==> src/hw/rtl/rnc_pkg.sv <==
package rnc_pkg;

  localparam int BASE_W = 6;
  localparam int CHAR_W = 8;
  localparam int FRAC_W = 64;
  localparam int FCNT_W = 4;
  localparam int QBIT_W = 6;

  localparam logic [BASE_W-1:0] BASE_MIN        = 6'd2;
  localparam logic [BASE_W-1:0] BASE_MAX        = 6'd36;
  localparam logic [BASE_W-1:0] SOURCE_BASE_RST = 6'd10;
  localparam logic [BASE_W-1:0] DEST_BASE_RST   = 6'd2;

  localparam logic CFG_SOURCE_BASE = 1'b0;
  localparam logic CFG_DEST_BASE   = 1'b1;

  localparam logic [CHAR_W-1:0] CH_DOT   = 8'h2E;
  localparam logic [CHAR_W-1:0] CH_0     = 8'h30;
  localparam logic [CHAR_W-1:0] CH_9     = 8'h39;
  localparam logic [CHAR_W-1:0] CH_UA    = 8'h41;
  localparam logic [CHAR_W-1:0] CH_UZ    = 8'h5A;
  localparam logic [CHAR_W-1:0] CH_LA    = 8'h61;
  localparam logic [CHAR_W-1:0] CH_LZ    = 8'h7A;
  localparam logic [CHAR_W-1:0] CH_NONE  = 8'h00;

  typedef struct packed {
    logic [CHAR_W-1:0] char_in;
    logic              last_in;
  } in_item_t;

  typedef struct packed {
    logic [CHAR_W-1:0] char_out;
    logic              last_out;
    logic              error_out;
  } out_item_t;

  typedef enum logic [1:0] {
    K_DIGIT,
    K_DOT,
    K_BAD
  } kind_t;

  typedef struct packed {
    kind_t             kind;
    logic [BASE_W-1:0] digit;
    logic              last;
  } cmd_t;

  typedef enum logic [3:0] {
    ST_IDLE,
    ST_CHECK,
    ST_IDIV,
    ST_IPUSH,
    ST_IRD,
    ST_IOUT,
    ST_DOT,
    ST_FMUL,
    ST_FDIV,
    ST_FOUT,
    ST_ERR
  } state_t;

  function automatic logic base_ok(input logic [BASE_W-1:0] b);
    base_ok = (b >= BASE_MIN) && (b <= BASE_MAX);
  endfunction

endpackage

==> src/hw/rtl/rnc_front.sv <==
module rnc_front import rnc_pkg::*; (
  input  logic              clk,
  input  logic              rst_n,
  input  logic [BASE_W-1:0] source_base,
  input  logic              in_push,
  input  in_item_t          in_data,
  output logic              in_full,
  output logic              cmd_valid,
  input  logic              cmd_pop,
  output cmd_t              cmd
);

  logic [6:0] dval;
  cmd_t       cls;
  logic       push;
  logic       pop;
  logic [1:0] cnt_r;
  logic       wp_r;
  logic       rp_r;
  cmd_t       q_r [2];

  // digit value, 64 when the character is no digit at all
  always_comb begin
    dval = 7'd64;
    if (in_data.char_in >= CH_0 && in_data.char_in <= CH_9) begin
      dval = 7'(in_data.char_in - CH_0);
    end else if (in_data.char_in >= CH_LA && in_data.char_in <= CH_LZ) begin
      dval = 7'(in_data.char_in - CH_LA + 8'd10);
    end else if (in_data.char_in >= CH_UA && in_data.char_in <= CH_UZ) begin
      dval = 7'(in_data.char_in - CH_UA + 8'd10);
    end
  end

  always_comb begin
    cls.digit = dval[BASE_W-1:0];
    cls.last  = in_data.last_in;
    if (!base_ok(source_base)) begin
      cls.kind = K_BAD;
    end else if (in_data.char_in == CH_DOT) begin
      cls.kind = K_DOT;
    end else if (dval >= {1'b0, source_base}) begin
      cls.kind = K_BAD;
    end else begin
      cls.kind = K_DIGIT;
    end
  end

  assign in_full   = (cnt_r == 2'd2);
  assign cmd_valid = (cnt_r != 2'd0);
  assign push      = in_push && !in_full;
  assign pop       = cmd_pop && cmd_valid;
  assign cmd       = q_r[rp_r];

  always_ff @(posedge clk) begin
    if (!rst_n) begin
      cnt_r <= 2'd0;
      wp_r  <= 1'b0;
      rp_r  <= 1'b0;
    end else begin
      cnt_r <= cnt_r + {1'b0, push} - {1'b0, pop};
      if (push) wp_r <= ~wp_r;
      if (pop) rp_r <= ~rp_r;
    end
  end

  always_ff @(posedge clk) begin
    if (push) q_r[wp_r] <= cls;
  end

endmodule

==> src/hw/rtl/rnc_back.sv <==
module rnc_back import rnc_pkg::*; #(
  parameter int INT_BITS               = 32,
  parameter int MAX_IN_FRACTION_DIGITS = 12,
  parameter int OUT_FRACTION_DIGITS    = 12,
  parameter int STACK_DEPTH            = 32
) (
  input  logic              clk,
  input  logic              rst_n,
  input  logic [BASE_W-1:0] source_base,
  input  logic [BASE_W-1:0] dest_base,
  input  logic              cmd_valid,
  input  cmd_t              cmd,
  output logic              cmd_pop,
  output logic              out_empty,
  input  logic              out_pop,
  output out_item_t         out_data
);

  localparam int STEP_W = $clog2(INT_BITS + 1);
  localparam int DEP_W  = $clog2(STACK_DEPTH + 1);
  localparam int AW     = $clog2(STACK_DEPTH);
  localparam int OC_W   = $clog2(OUT_FRACTION_DIGITS + 1);
  localparam int PROD_W = FRAC_W + BASE_W;
  localparam int WIDE_W = INT_BITS + BASE_W + 1;

  state_t                state_r, state_nxt;
  logic [INT_BITS-1:0]   acc_r, acc_nxt;
  logic [FRAC_W-1:0]     num_r, num_nxt;
  logic [FRAC_W-1:0]     den_r, den_nxt;
  logic [FCNT_W-1:0]     fcnt_r, fcnt_nxt;
  logic                  infrac_r, infrac_nxt;
  logic                  err_r, err_nxt;
  logic [INT_BITS-1:0]   dvd_r, dvd_nxt;
  logic [BASE_W-1:0]     rem_r, rem_nxt;
  logic [STEP_W-1:0]     step_r, step_nxt;
  logic [DEP_W-1:0]      depth_r, depth_nxt;
  logic [PROD_W-1:0]     prod_r, prod_nxt;
  logic [QBIT_W-1:0]     q_r, q_nxt;
  logic [OC_W-1:0]       ocnt_r, ocnt_nxt;
  logic [BASE_W-1:0]     rd_data_r;
  logic [BASE_W-1:0]     stack [STACK_DEPTH];

  logic [WIDE_W-1:0]     wide;
  logic [BASE_W:0]       trial;
  logic [PROD_W-1:0]     den_sh;
  logic [DEP_W-1:0]      depth_m1;
  logic                  stk_we;
  logic                  stk_re;
  logic                  push_o;
  out_item_t             item_o;
  logic                  lst;

  logic                  ofull;
  logic [1:0]            ocnt_f_r;
  logic                  owp_r;
  logic                  orp_r;
  out_item_t             ofifo_r [2];

  function automatic logic [CHAR_W-1:0] to_ascii(input logic [BASE_W-1:0] d);
    if (d < 6'd10) to_ascii = CH_0 + CHAR_W'(d);
    else to_ascii = CH_UA + CHAR_W'(d) - 8'd10;
  endfunction

  assign wide = WIDE_W'(acc_r) * WIDE_W'(source_base) + WIDE_W'(cmd.digit);
  assign trial = {rem_r, dvd_r[INT_BITS-1]};
  assign den_sh = PROD_W'(den_r) << step_r[2:0];
  assign depth_m1 = depth_r - 1'b1;

  always_comb begin
    state_nxt  = state_r;
    acc_nxt    = acc_r;
    num_nxt    = num_r;
    den_nxt    = den_r;
    fcnt_nxt   = fcnt_r;
    infrac_nxt = infrac_r;
    err_nxt    = err_r;
    dvd_nxt    = dvd_r;
    rem_nxt    = rem_r;
    step_nxt   = step_r;
    depth_nxt  = depth_r;
    prod_nxt   = prod_r;
    q_nxt      = q_r;
    ocnt_nxt   = ocnt_r;
    cmd_pop    = 1'b0;
    stk_we     = 1'b0;
    stk_re     = 1'b0;
    push_o     = 1'b0;
    item_o     = '{char_out: CH_NONE, last_out: 1'b0, error_out: 1'b0};
    lst        = 1'b0;
    case (state_r)
      ST_IDLE: begin
        if (cmd_valid) begin
          cmd_pop = 1'b1;
          case (cmd.kind)
            K_BAD: err_nxt = 1'b1;
            K_DOT: begin
              if (infrac_r) err_nxt = 1'b1;
              infrac_nxt = 1'b1;
            end
            K_DIGIT: begin
              if (!err_r) begin
                if (!infrac_r) begin
                  if (|wide[WIDE_W-1:INT_BITS]) err_nxt = 1'b1;
                  else acc_nxt = wide[INT_BITS-1:0];
                end else if (fcnt_r >= FCNT_W'(MAX_IN_FRACTION_DIGITS)) begin
                  err_nxt = 1'b1;
                end else begin
                  num_nxt  = num_r * FRAC_W'(source_base) + FRAC_W'(cmd.digit);
                  den_nxt  = den_r * FRAC_W'(source_base);
                  fcnt_nxt = fcnt_r + 1'b1;
                end
              end
            end
            default: err_nxt = 1'b1;
          endcase
          if (cmd.last) state_nxt = ST_CHECK;
        end
      end
      ST_CHECK: begin
        if (err_r || !base_ok(dest_base)) begin
          state_nxt = ST_ERR;
        end else begin
          dvd_nxt   = acc_r;
          rem_nxt   = '0;
          step_nxt  = STEP_W'(INT_BITS - 1);
          state_nxt = ST_IDIV;
        end
      end
      ST_IDIV: begin
        // one quotient bit per cycle
        if (trial >= {1'b0, dest_base}) begin
          rem_nxt = BASE_W'(trial - {1'b0, dest_base});
          dvd_nxt = {dvd_r[INT_BITS-2:0], 1'b1};
        end else begin
          rem_nxt = trial[BASE_W-1:0];
          dvd_nxt = {dvd_r[INT_BITS-2:0], 1'b0};
        end
        step_nxt = step_r - 1'b1;
        if (step_r == '0) state_nxt = ST_IPUSH;
      end
      ST_IPUSH: begin
        if (depth_r == DEP_W'(STACK_DEPTH)) begin
          state_nxt = ST_ERR;
        end else begin
          stk_we    = 1'b1;
          depth_nxt = depth_r + 1'b1;
          if (dvd_r == '0) begin
            state_nxt = ST_IRD;
          end else begin
            rem_nxt   = '0;
            step_nxt  = STEP_W'(INT_BITS - 1);
            state_nxt = ST_IDIV;
          end
        end
      end
      ST_IRD: begin
        stk_re    = 1'b1;
        depth_nxt = depth_m1;
        state_nxt = ST_IOUT;
      end
      ST_IOUT: begin
        if (!ofull) begin
          push_o = 1'b1;
          lst    = (depth_r == '0) && (fcnt_r == '0);
          item_o = '{char_out: to_ascii(rd_data_r), last_out: lst, error_out: 1'b0};
          if (depth_r != '0) state_nxt = ST_IRD;
          else if (fcnt_r != '0) state_nxt = ST_DOT;
          else state_nxt = ST_IDLE;
        end
      end
      ST_DOT: begin
        if (!ofull) begin
          push_o   = 1'b1;
          lst      = (num_r == '0);
          item_o   = '{char_out: CH_DOT, last_out: lst, error_out: 1'b0};
          ocnt_nxt = '0;
          state_nxt = lst ? ST_IDLE : ST_FMUL;
        end
      end
      ST_FMUL: begin
        prod_nxt  = PROD_W'(num_r) * PROD_W'(dest_base);
        q_nxt     = '0;
        step_nxt  = STEP_W'(QBIT_W - 1);
        state_nxt = ST_FDIV;
      end
      ST_FDIV: begin
        // quotient stays below the base, so six restoring steps suffice
        if (prod_r >= den_sh) begin
          prod_nxt = prod_r - den_sh;
          q_nxt[step_r[2:0]] = 1'b1;
        end
        step_nxt = step_r - 1'b1;
        if (step_r == '0) state_nxt = ST_FOUT;
      end
      ST_FOUT: begin
        if (!ofull) begin
          push_o   = 1'b1;
          lst      = (ocnt_r == OC_W'(OUT_FRACTION_DIGITS - 1)) || (prod_r == '0);
          item_o   = '{char_out: to_ascii(q_r), last_out: lst, error_out: 1'b0};
          num_nxt  = prod_r[FRAC_W-1:0];
          ocnt_nxt = ocnt_r + 1'b1;
          state_nxt = lst ? ST_IDLE : ST_FMUL;
        end
      end
      ST_ERR: begin
        if (!ofull) begin
          push_o    = 1'b1;
          item_o    = '{char_out: CH_NONE, last_out: 1'b1, error_out: 1'b1};
          state_nxt = ST_IDLE;
        end
      end
      default: state_nxt = ST_IDLE;
    endcase
    // number done: back to a clean slate
    if (push_o && item_o.last_out) begin
      acc_nxt    = '0;
      num_nxt    = '0;
      den_nxt    = FRAC_W'(1);
      fcnt_nxt   = '0;
      infrac_nxt = 1'b0;
      err_nxt    = 1'b0;
      depth_nxt  = '0;
    end
  end

  always_ff @(posedge clk) begin
    if (!rst_n) begin
      state_r  <= ST_IDLE;
      acc_r    <= '0;
      num_r    <= '0;
      den_r    <= FRAC_W'(1);
      fcnt_r   <= '0;
      infrac_r <= 1'b0;
      err_r    <= 1'b0;
      depth_r  <= '0;
    end else begin
      state_r  <= state_nxt;
      acc_r    <= acc_nxt;
      num_r    <= num_nxt;
      den_r    <= den_nxt;
      fcnt_r   <= fcnt_nxt;
      infrac_r <= infrac_nxt;
      err_r    <= err_nxt;
      depth_r  <= depth_nxt;
    end
  end

  always_ff @(posedge clk) begin
    dvd_r  <= dvd_nxt;
    rem_r  <= rem_nxt;
    step_r <= step_nxt;
    prod_r <= prod_nxt;
    q_r    <= q_nxt;
    ocnt_r <= ocnt_nxt;
  end

  always_ff @(posedge clk) begin
    if (stk_we) stack[depth_r[AW-1:0]] <= rem_r;
    if (stk_re) rd_data_r <= stack[depth_m1[AW-1:0]];
  end

  // result queue
  assign ofull     = (ocnt_f_r == 2'd2);
  assign out_empty = (ocnt_f_r == 2'd0);
  assign out_data  = ofifo_r[orp_r];

  always_ff @(posedge clk) begin
    if (!rst_n) begin
      ocnt_f_r <= 2'd0;
      owp_r    <= 1'b0;
      orp_r    <= 1'b0;
    end else begin
      ocnt_f_r <= ocnt_f_r + {1'b0, push_o} - {1'b0, out_pop && !out_empty};
      if (push_o) owp_r <= ~owp_r;
      if (out_pop && !out_empty) orp_r <= ~orp_r;
    end
  end

  always_ff @(posedge clk) begin
    if (push_o) ofifo_r[owp_r] <= item_o;
  end

`ifndef SYNTH
  a_depth_bound: assert property (@(posedge clk) disable iff (!rst_n)
    depth_r <= DEP_W'(STACK_DEPTH))
    else $error("digit stack overrun");
  a_frac_proper: assert property (@(posedge clk) disable iff (!rst_n)
    (state_r == ST_FMUL) |-> (num_r != '0 && num_r < den_r))
    else $error("fraction remainder not proper");
  a_last_idle: assert property (@(posedge clk) disable iff (!rst_n)
    (push_o && item_o.last_out) |=> (state_r == ST_IDLE && !err_r && depth_r == '0))
    else $error("state not cleared after last item");
  a_no_cmd_busy: assert property (@(posedge clk) disable iff (!rst_n)
    cmd_pop |-> (state_r == ST_IDLE && cmd_valid))
    else $error("command taken while busy");
`endif

endmodule

==> src/hw/rtl/radix_number_converter.sv <==
// A character that is not last passes the command queue and is then taken by the engine.
// Last character: a check step, then the bit-serial divider pushes each integer digit onto the
// stack RAM, the digits are read back out of it, then each fraction digit is multiplied and divided.
// Throughput: one character per cycle while the number builds; the conversion loop sets the rest.
// Reset (rst_n low, synchronous): queues empty, number state cleared, bases back to 10 and 2.
module radix_number_converter import rnc_pkg::*; #(
  parameter int INT_BITS               = 32,
  parameter int MAX_IN_FRACTION_DIGITS = 12,
  parameter int OUT_FRACTION_DIGITS    = 12,
  parameter int STACK_DEPTH            = 32
) (
  input  logic              clk,
  input  logic              rst_n,
  input  logic              in_push,
  output logic              in_full,
  input  in_item_t          in_data,
  output logic              out_empty,
  input  logic              out_pop,
  output out_item_t         out_data,
  input  logic              cfg_we,
  input  logic              cfg_index,
  input  logic [BASE_W-1:0] cfg_data
);

  logic [BASE_W-1:0] src_base_r;
  logic [BASE_W-1:0] dst_base_r;
  logic              cmd_valid;
  logic              cmd_pop;
  cmd_t              cmd;

  always_ff @(posedge clk) begin
    if (!rst_n) begin
      src_base_r <= SOURCE_BASE_RST;
      dst_base_r <= DEST_BASE_RST;
    end else if (cfg_we) begin
      case (cfg_index)
        CFG_SOURCE_BASE: src_base_r <= cfg_data;
        CFG_DEST_BASE:   dst_base_r <= cfg_data;
        default: ;
      endcase
    end
  end

  rnc_front u_front (
    .clk         (clk),
    .rst_n       (rst_n),
    .source_base (src_base_r),
    .in_push     (in_push),
    .in_data     (in_data),
    .in_full     (in_full),
    .cmd_valid   (cmd_valid),
    .cmd_pop     (cmd_pop),
    .cmd         (cmd)
  );

  rnc_back #(
    .INT_BITS               (INT_BITS),
    .MAX_IN_FRACTION_DIGITS (MAX_IN_FRACTION_DIGITS),
    .OUT_FRACTION_DIGITS    (OUT_FRACTION_DIGITS),
    .STACK_DEPTH            (STACK_DEPTH)
  ) u_back (
    .clk         (clk),
    .rst_n       (rst_n),
    .source_base (src_base_r),
    .dest_base   (dst_base_r),
    .cmd_valid   (cmd_valid),
    .cmd         (cmd),
    .cmd_pop     (cmd_pop),
    .out_empty   (out_empty),
    .out_pop     (out_pop),
    .out_data    (out_data)
  );

endmodule
==> config.mk <==
export PLATFORM = sky130hd
export DESIGN_NAME = radix_number_converter
export DESIGN_NICKNAME = d
export VERILOG_FILES = /design/src/hw/rtl/rnc_pkg.sv /design/src/hw/rtl/rnc_front.sv /design/src/hw/rtl/rnc_back.sv /design/src/hw/rtl/radix_number_converter.sv
export SDC_FILE = /design/constraint.sdc
export NUM_CORES = 2
export LEC_CHECK = 0
export ABC_AREA = 1
export BUFFER_PORTS_ARGS = -buffer_cell sky130_fd_sc_hd__clkbuf_2
export CAP_MARGIN = 5
export CORE_MARGIN = 2
export CORE_UTILIZATION = 40
export DETAILED_ROUTE_END_ITERATION = 8
export PLACE_DENSITY = 0.65
export SLEW_MARGIN = 10
export SYNTH_ARGS = -nofsm -noshare
export SYNTH_HDL_FRONTEND = slang
export SYNTH_SLANG_ARGS = --single-unit
==> constraint.sdc <==
create_clock -name clk -period 17.6 [get_ports clk]
set_input_delay 0.88 -clock clk [delete_from_list [all_inputs] [get_ports clk]]
set_output_delay 0.88 -clock clk [all_outputs]
set_load 0.01 [all_outputs]
==> flow_summary.ini <==
[run_status]
outcome = finished, final reports clean

[timing]
worst_hold_slack_ns = 0.400
fin_crit_ns = 6.74
maxSlewViolCount = 0
rsz0062_at_grt = false
fin_crit_sh_pct = 38.3
finalSetupTns_ns = 0
fmax_mhz = 148
maxSlewHeadroom_pct = 18.2
hold_viol_final = 0
tightestPinTransition_ns = 1.22
worst_clock_skew_ns = 0.0602
setup_viol = 0

[power]
leakagePower_nw = 36.3
peakVddDrop_mv = 0.0765
seqPwrFrac_pct = 34.4
p_total_w = 0.00492
clkPwrFrac_pct = 29.8
switching_share_pct = 41.9
internal_power_w = 0.00286
power_switching_w = 0.00206
powerDensity_mw_per_mm2 = 61.3
p_comb_share_pct = 35.8

[place]
dpl_cell_area_sq_mm = 0.0779
gp_congestion = 1.03
placed_cells = 12900
port_buffers = 31
hpwl_um = 219000

[setup_path]
path_cells = buf_4, buf_4, nand2_1, fa_1, fa_1, inv_1, fa_1, ha_1, ha_1, nand2_1, o21ai_0, a21oi_1, o21ai_0, a21oi_1, nand2_1, nor2_1, o21ai_0, a21oi_1
crit_path_top_delay_cell = o21ai_0
end_kind = flop
critPathKind = flop to flop
cp_top_family = adder cells
crit_path_max_incr_delay_ns = 0.75
cp-start-kind = flop
crit_arrival_ns = 7.28
cp.required_ns = 18.14
cp_max_fo = 63
crit_buf_inv = 3

[die]
row_count = 159
start_util_pct = 40.3
die_w_um = 440
io_pins = 33
core_sq_mm = 0.188
die_area_sq_mm = 0.193
die_h_um = 440

[global_route]
grt_pass1_vias = 71300
antenna_found_initial = 5
track_usage_pct = 28.0
grt_max_degree = 104
grt_first_pass_wirelength_um = 419000
overflow = 0

[cts]
clock_latency_ns = 0.72
clockBufferDepth = 3
cts_hold_buf = 0
cts_tree = built
root_buffer = clkbuf_16
htreeDepth = 3
cts_num_sinks = 556
cts_buffers = 70
cts-resized-gates = 0
cts_setup_buffers = 0
clkSlewWorstSetupHoldPaths_ns = 0.06

[synthesis]
postSynthCellCount = 10700
yosysUniqueCellTypes = 59
synth_top_area_share_pct = 22.5
async_reset_ff_share_pct = 0
avgSynthCellArea_sq_um = 7.08
ys_top_cells_by_count = nand2_1, inv_1, nor2_1, fa_1, o21ai_0
ys_warn_count = 0
synth_most_common_cell = nand2_1
synthesis.nets = 12100
synth-seq-cells = 556
synth_area_leader_cell = fa_1
synth_seq_area_share_pct = 19.4
synth_edf_count = 358
synth_area_sq_mm = 0.0759
synth_flop_cell = edfxtp_1
synth.top_cells.by_area = fa_1, nand2_1, edfxtp_1, inv_1, ha_1

[min_path]
holdCritPathClass = input pin to flop

[route]
num_vias = 70800
drt_first_pass_iters = 8
drc = 0
ant_nets = 0
drtIter0Drc = 6462
wirelength_um = 271000
via_per_inst = 5.45
wl_per_cell_um = 20.9

[cells_and_area]
syn_to_final_growth_pct = 5.72
layout.nets = 11800
drive_gt1_share_pct = 2.65
fin_cells = 13000
post-route-cell-area_sq_mm = 0.0802

[job]
cap_violations = 0
[power groups by stage]
stage | Combinational (W) | Sequential, W | Clock, W
after global placement | 0.00173 | 0.00171 | 0
after detailed placement | 0.00174 | 0.00171 | 0
after floorplan | 0.00115 | 0.00166 | 0
after global routing | 0.00195 | 0.00170 | 0.00154
after CTS | 0.00175 | 0.00169 | 0.00150
final | 0.00176 | 0.00169 | 0.00147
[per-layer routing]
| metal | up-vias | part of all wire, % | track usage [%] |
|---|---|---|---|
| met5 | - | 0 | 0 |
| met4 | 0 | 5.3 | 13.1 |
| met3 | 478 | 7.2 | 3.38 |
| met2 | 2749 | 44 | 43.9 |
| met1 | 34500 | 43 | 38.6 |
| li1 | 33100 | - | - |
[flip-flops by register name, summed over array words and instances, names as in the netlist, 4 cells and up, named ones only]
register / cells
u_back.ocnt_r: 4
u_back.step_r: 6
u_back.num_r: 64
u_back.den_r: 64
u_back.fcnt_r: 4
u_back.stack: 192
u_front.q_r: 18
u_back.rem_r: 6
u_back.rd_data_r: 6
u_back.ofifo_r: 18
u_back.acc_r: 32
dst_base_r: 6
u_back.q_r: 6
u_back.prod_r: 70
src_base_r: 6
u_back.depth_r: 6
u_back.state_r: 4
u_back.dvd_r: 32
[layout by cell type (no fill, tap or decap), types with 52 or more instances in the layout]
cell	count
nand2_1	3014
inv_1	1838
nor2_1	1033
fa_1	852
o21ai_0	724
a21oi_1	650
ha_1	465
edfxtp_1	358
nand3_1	355
dfxtp_1	185
xor2_1	71
clkbuf_16	70
buf_4	69
nand4_1	68
nor3_1	58
xnor2_1	58
nor4_1	56
o211ai_1	52
[metrics by stage]
stage	util, %	setup WS, ns
6_report	42.6	10.86
5_1_grt	42.6	10.43
4_1_cts	42.6	10.96
3_5_place_dp	41.4	10.96
3_3_place_gp	41.4	10.99
2_1_floorplan	-	10.32
[area by class of cell]
type | count | area, sq um
Tap cell | 2495 | 3120
Clock inverter | 35 | 397
Fill cell | 19700 | 108000
Timing Repair Buffer | 100 | 673
Multi-Input combinational cell | 7855 | 52400
Antenna cell | 2 | 5.00
Inverter | 1855 | 6970
Sequential cell | 556 | 14700
Clock buffer | 91 | 1860
[cell families after synthesis]
group | share of synthesized area, %
xor gates and xnor gates | 1.49
and+or+nand+nor | 24.5
muxes | 0.543
AOI/OAI and AO/OA | 12.3
other | 0.00494
adders and majority gates | 30.2
buffers and inverters | 11.6
DFF | 19.4
[final timing paths]
check / from / end / cells past startpoint / slack (ns)
setup / recovery: src_base_r[0] / u_back.num_r[46] / 18 / 10.86
setup reg to reg: src_base_r[0] / u_back.num_r[46] / 18 / 10.86
hold reg to reg: u_back.orp_r / flop / 1 / 0.46
hold / removal: in_data[0] / u_front.q_r[1][0] / 1 / 0.40
Note: power is estimated with default switching activity, not from simulation.
